$ cat src/design/sphcr_ram.sv
// generic single write port ram with registered read
module sphcr_ram #(
    parameter int WIDTH = 8,
    parameter int DEPTH = 2
) (
    input  logic                                     clk,
    input  logic                                     we,
    input  logic [((DEPTH > 1) ? $clog2(DEPTH) : 1)-1:0] waddr,
    input  logic [WIDTH-1:0]                         wdata,
    input  logic [((DEPTH > 1) ? $clog2(DEPTH) : 1)-1:0] raddr,
    output logic [WIDTH-1:0]                         rdata
);

    logic [WIDTH-1:0] mem [DEPTH];

    always_ff @(posedge clk)
    begin
        if (we)
        begin
            mem[waddr] <= wdata;
        end
        rdata <= mem[raddr];
    end

endmodule

$ cat config.mk
export PLATFORM = sky130hd
export DESIGN_NAME = sphcr_ram
export DESIGN_NICKNAME = d
export VERILOG_FILES = /design/src/design/sphcr_ram.sv
export SDC_FILE = /design/constraint.sdc
export NUM_CORES = 1
export LEC_CHECK = 0
export BUFFER_PORTS_ARGS = -buffer_cell sky130_fd_sc_hd__buf_2
export CORE_MARGIN = 2
export CORE_UTILIZATION = 56
export CTS_BUF_LIST = sky130_fd_sc_hd__clkbuf_2 sky130_fd_sc_hd__clkbuf_4 sky130_fd_sc_hd__clkbuf_8
export CTS_CLUSTER_DIAMETER = 120
export DETAILED_ROUTE_END_ITERATION = 7
export GPL_TIMING_DRIVEN = 0
export PLACE_DENSITY = 0.92
export RECOVER_POWER = 100
export SYNTH_ARGS = -nofsm -noshare
export SYNTH_HDL_FRONTEND = slang
export SYNTH_SLANG_ARGS = --single-unit
$ cat constraint.sdc
create_clock -name clk -period 2.95 [get_ports clk]
set_input_delay 0.59 -clock clk [delete_from_list [all_inputs] [get_ports clk]]
set_output_delay 0.59 -clock clk [all_outputs]
set_load 0.05 [all_outputs]
==> results of run 1 <==
-- registers in the layout (all words and copies together) (netlist names) --
register / flops
rdata: 8
mem: 16
-- how the worst min path moves through the flow --
stage	depth (start not counted)	slack (ns)	startpoint	to
after floorplan	1	0.45	mem[1][0]	rdata[0]
after global placement	1	0.45	mem[1][1]	rdata[1]
after detailed placement	1	0.46	mem[0][0]	rdata[0]
after CTS	1	0.46	wdata[7]	mem[1][7]
after global routing	1	0.44	wdata[4]	mem[0][4]
final	1	0.47	wdata[2]	mem[0][2]
-- cell families (layout without fill, tap and decap cells) --
family	count (synthesis)	in the layout
buffers and inverters	1	23
AND/OR/NAND/NOR	2	2
flip-flops	24	24
multiplexers	8	8
-- power groups by stage --
| stage | clock network (mW) | registers, mW | logic [mW] |
|---|---|---|---|
| 3_3_place_gp | 0 | 0.397 | 0.0780 |
| 5_1_grt | 0.160 | 0.393 | 0.0710 |
| 3_5_place_dp | 0 | 0.399 | 0.0799 |
| 6_report | 0.137 | 0.391 | 0.0675 |
| 4_1_cts | 0.143 | 0.391 | 0.0799 |
| 2_1_floorplan | 0 | 0.434 | 0.0232 |
-- final cells by class --
cell class / count / area share (%)
flip-flops and latches: 24 / 73.4
multi-input cells: 10 / 12.2
repair buffers: 18 / 8.88
clock buffers: 3 / 2.58
well taps: 15 / 2.15
clock inverters: 1 / 0.430
plain buffers: 1 / 0.430
-- placed cells by master, fill, tap and decap left out --
cell,Yosys,layout
dfxtp_1,8,8
buf_2,0,8
clkbuf_4,0,3
clkbuf_1,0,11
nor2b_1,1,1
edfxtp_1,16,16
mux2_4,8,1
clkinv_1,0,1
and2_0,0,1
mux2_1,0,7
-- Yosys cell counts --
library cell	instances	area, sq um
edfxtp_1	16	480
nor2b_1	1	6.26
mux2_4	8	120
and2_1	1	6.26
buf_6	1	11.3
dfxtp_1	8	160
-- metal layers --
layer / wire, um / GRT usage, % / vias up
met3: 36 / 1.74 / 0
met4: 0 / 7.74 / 0
met1: 428 / 14.4 / 152
met2: 512 / 21.3 / 11
met5: 0 / 0 / -
li1: - / - / 178
==> results_dict.tcl, run 1 <==
set metrics [dict create \
    syn_avg_cell_area_sq_um 22.4 \
    vdd_drop_max_uv 455 \
    fin_hold_ws_ns 0.469 \
    regToRegStartpoint "mem[1][2]" \
    wl_um 976 \
    antenna_found_initial 0 \
    seq_area_sq_um 641 \
    skew_ns 0.00271 \
    synth-xor-area-share_pct 0 \
    crit_end "rdata[4]" \
    worst-r2r-cell-count 1 \
    p_leak_nw 0.318 \
    p_int_mw 0.450 \
    synth_cell_types 6 \
    endpoint_kind "primary output" \
    clock_latency_ns 0.30 \
    grt_max_degree 14 \
    clock-sinks 24 \
    power_frac_comb_pct 11.3 \
    syn_inst 35 \
    vias 341 \
    crit_cells 1 \
    synthMuxAreaShare_pct 15.3 \
    postCtsSetupBuffers 0 \
    synth-compound-area-share_pct 0 \
    post_cts_resized 0 \
    syn_nets 47 \
    min_period_ns 1.68 \
    routabilityCongestion 0.651 \
    drive_gt1_share_pct 21.1 \
    clock_path_buffers 2 \
    wire_per_inst_um 13.6 \
    dieArea_sq_um 1720 \
    max-slew-margin-rel_pct 52.8 \
    final_max_slew_viol_count 0 \
    outcome "complete, no violations" \
    crit_family "buffers and inverters" \
    yosysWarnings 0 \
    ff2ff_setup_slack_ns 2.15 \
    p_per_area_nw_per_um2 681 \
    ctsRootBufferMaster "clkbuf_4" \
    grt_pass1_wl_um 1580 \
    initial_utilization_pct 60.3 \
    rsz0062_at_grt "no" \
    cp-startpoint "rdata[4]" \
    placed_area_sq_um 893 \
    cp_num_buf_inv 1 \
    crit_type "reg -> out" \
    place_ws_ns 1.30 \
    cp_cell_sequence "clkbuf_1" \
    synth_top_family_by_area "multiplexers" \
    multi_input_area_sq_um 106 \
    hold_class "in -> reg" \
    switchingPower_mw 0.145 \
    num_rows 13 \
    grt_overflow 0 \
    final_area_sq_um 873 \
    ys_ff_latch 24 \
    maxCapViolCount 0 \
    seq_area_frac_synth_pct 81.7 \
    final_min_period_over_clock_period_pct 57.1 \
    drtAntennaViolNets 0 \
    swShare_pct 24.3 \
    grt_usage_pct 12.3 \
    setup_tns_ns 0 \
    p_clk_share_pct 23.0 \
    pin_count 20 \
    critPathSlowestCell "clkbuf_1" \
    hold_violations 0 \
    grt_pass1_vias 364 \
    yosys.area_share.simple_pct 1.59 \
    reg2reg_to "rdata[2]" \
    core_sq_um 1300 \
    dr.first_iter.drc_count 15 \
    postLayoutCoreUtil_pct 67.1 \
    fin_total_pwr_mw 0.595 \
    cts_tree "yes" \
    fill_cells 99 \
    die_x_um 41.4 \
    diodes 0 \
    critPathMaxStageDelay_ns 0.46 \
    arrival_ns 1.09 \
    fin_cells 72 \
    drc 0 \
    dp_cells 68 \
    numPortBuffers 18 \
    area_growth_pct 11.3 \
    first_pass_iters 4 \
    path_clk_slew_ns 0.12 \
    cts_hold_buf 0 \
    die_h_um 41.4 \
    netlist_area_sq_um 785 \
    worstMarginPinSlew_ns 0.707 \
    synthAdderAreaFrac_pct 0 \
    setup_viol 0 \
    setup_slack_ns 1.27 \
    htree_levels 1 \
    cp.required_ns 2.36 \
    critPathMaxFanout 1 \
    vias_per_cell 4.74 \
    seqPwrFrac_pct 65.6 \
    fin_nets 70 \
    max_freq_mhz 594 \
    cts_inserted_buffers 3 \
    start_kind "flip-flop" \
]
Power figures use the tool's default switching activity.
==> run 2, diff against run 1 <==
--- a/config.mk
+++ b/config.mk
@@ -5,14 +5,15 @@
 export SDC_FILE = /design/constraint.sdc
 export NUM_CORES = 1
 export LEC_CHECK = 0
+export ABC_AREA = 1
 export BUFFER_PORTS_ARGS = -buffer_cell sky130_fd_sc_hd__buf_2
 export CORE_MARGIN = 2
-export CORE_UTILIZATION = 56
+export CORE_UTILIZATION = 47
 export CTS_BUF_LIST = sky130_fd_sc_hd__clkbuf_2 sky130_fd_sc_hd__clkbuf_4 sky130_fd_sc_hd__clkbuf_8
 export CTS_CLUSTER_DIAMETER = 120
 export DETAILED_ROUTE_END_ITERATION = 7
 export GPL_TIMING_DRIVEN = 0
-export PLACE_DENSITY = 0.92
+export PLACE_DENSITY = 0.83
 export RECOVER_POWER = 100
 export SYNTH_ARGS = -nofsm -noshare
 export SYNTH_HDL_FRONTEND = slang
==> constraint.sdc (replaced) <==
create_clock -name clk -period 1.5 [get_ports clk]
set_input_delay 0.3 -clock clk [delete_from_list [all_inputs] [get_ports clk]]
set_output_delay 0.3 -clock clk [all_outputs]
set_load 0.05 [all_outputs]
==> results_dict.tcl, run 2 <==
set metrics [dict create \
    outcome "complete, no violations" \
    post_cts_resized 0 \
    worstHoldEndpoint "mem[0][5]" \
    grt_max_degree 13 \
    ff2ff_setup_slack_ns 0.89 \
    grt_use_met1_pct 14.2 \
    drtAntennaViolNets 0 \
    top_register "mem" \
    antenna_found_initial 0 \
    worstHoldPathCells 1 \
    min_period_ns 1.19 \
    p_per_area_nw_per_um2 1310 \
    crit_family "flip-flops" \
    pin_count 20 \
    synthTopCellsByArea "edfxtp_1 (63%), dfxtp_1 (21%), nand2_1 (12%)" \
    setup_slack_ns 0.306 \
    reg_top3 "mem x16, rdata x8" \
    arrival_ns 0.89 \
    synth_top_area_share_pct 63.2 \
    max_freq_mhz 838 \
    syn_inst 54 \
    yosysWarnings 0 \
    critPathMaxStageDelay_ns 0.33 \
    clock-sinks 24 \
    dieArea_sq_um 1960 \
    clock_latency_ns 0.29 \
    grt_pass1_wl_um 1710 \
    drive_gt1_share_pct 25.3 \
    hp-start "wdata[5]" \
    worst-r2r-cell-count 2 \
    setup_tns_ns 0 \
    hold_violations 0 \
    grt_overflow 0 \
    vdd_drop_max_uv 642 \
    max-slew-margin-rel_pct 55.5 \
    path_clk_slew_ns 0.11 \
    syn_avg_cell_area_sq_um 14.1 \
    cp_num_buf_inv 1 \
    vias 409 \
    die_h_um 44.2 \
    yosysMostFrequentCell "nand2_1" \
    skew_ns 0.00252 \
    dp_hpwl_um 760 \
    grt_pass1_vias 411 \
    synth-async-reset-ratio_pct 0 \
    fin_total_pwr_mw 1.16 \
    synth_edf_count 16 \
    vias_per_cell 4.49 \
    seq_area_frac_synth_pct 84.2 \
    start_kind "flip-flop" \
    wire_per_inst_um 11.5 \
    fill_cells 132 \
    wl_um 1050 \
    postLayoutCoreUtil_pct 59.0 \
    reg2reg_to "rdata[4]" \
    worstMarginPinSlew_ns 0.665 \
    syn_nets 66 \
    maxCapViolCount 0 \
    ys_ff_latch 24 \
    endpoint_kind "primary output" \
    synth_common_cells "nand2_1 (25), edfxtp_1 (16), dfxtp_1 (8), inv_1 (2)" \
    cts_hold_buf 0 \
    crit_type "reg -> out" \
    fin_nets 89 \
    final_max_slew_viol_count 0 \
    die_x_um 44.2 \
    cts_inserted_buffers 3 \
    regToRegStartpoint "mem[0][4]" \
    setup_viol 0 \
    htree_levels 1 \
    synth_top_area_cell "edfxtp_1" \
    p_leak_nw 0.391 \
    ys.flop_type "edfxtp_1" \
    routabilityCongestion 0.652 \
    dr.first_iter.drc_count 4 \
    cts_tree "yes" \
    netlist_area_sq_um 761 \
    core_sq_um 1510 \
    critPathMaxFanout 1 \
    met2_usage_pct 22.1 \
    grt_usage_pct 13.2 \
    cp_cell_sequence "clkbuf_2" \
    numPortBuffers 18 \
    met3_usage_pct 2.86 \
    final_common_cell "nand2_1" \
    synth_cell_types 7 \
    rsz0062_at_grt "no" \
    clock_path_buffers 2 \
    postCtsSetupBuffers 0 \
    hold_class "in -> reg" \
    final_min_period_over_clock_period_pct 79.6 \
    place_ws_ns 0.147 \
    grt_busiest_layer "met2" \
    cp.required_ns 1.20 \
    area_growth_pct 16.8 \
    most-common-layout-cells "nand2_1 (25), edfxtp_1 (16), clkbuf_2 (8), dfxtp_1 (8), buf_2 (6)" \
    ctsRootBufferMaster "clkbuf_4" \
    diodes 0 \
    num_rows 14 \
    drc 0 \
    fin_hold_ws_ns 0.184 \
    initial_utilization_pct 50.5 \
    largest_reg_flops 16 \
    first_pass_iters 2 \
    critPathSlowestCell "dfxtp_1" \
]
==> run 2: logic make-up after synthesis <==
kind of cell	Yosys count	share of synthesized area, %
AND/OR/NAND/NOR	26	12.8
flip-flops	24	84.2
buffers and inverters	4	2.96
==> run 2: area by class of cell <==
type	instances	area [sq um]	share of cell area (%)
clock buffer	3	22.5	2.54
tap	16	20.0	2.25
sequential	24	641	72.1
timing repair buffer	18	85.1	9.58
buffer	1	11.3	1.27
inverter	3	11.3	1.27
multi-input combinational	26	97.6	11.0
==> run 2: worst max path at each step <==
stage                     startpoint   endpoint  slack, ns  cells past startpoint
after floorplan                   we  mem[0][0]       0.44                      2
after global placement         waddr  mem[0][4]       0.18                      2
after detailed placement       waddr  mem[0][6]       0.15                      2
after CTS                   rdata[7]   rdata[7]       0.30                      1
after global routing        rdata[1]   rdata[1]       0.25                      1
final                       rdata[7]   rdata[7]       0.31                      1
==> run 2: report_power, final <==
part,internal [mW],switching [mW],total (mW)
Clock,0.0934,0.162,0.256
Combinational,0.0322,0.105,0.137
Sequential,0.756,0.0114,0.768
==> run 2: metal layers <==
layer  vias to the layer above  part of all wire (%)
li1                        218                     -
met1                       172                    40
met2                        17                    53
met3                         2                   5.9
met4                         0                   1.8
met5                         -                     0
==> run 2: through the flow <==
stage	std cells	cell area, sq um
floorplan	54	761
global placement	88	871
detailed placement	88	871
CTS	91	893
global route	91	888
finish	91	888
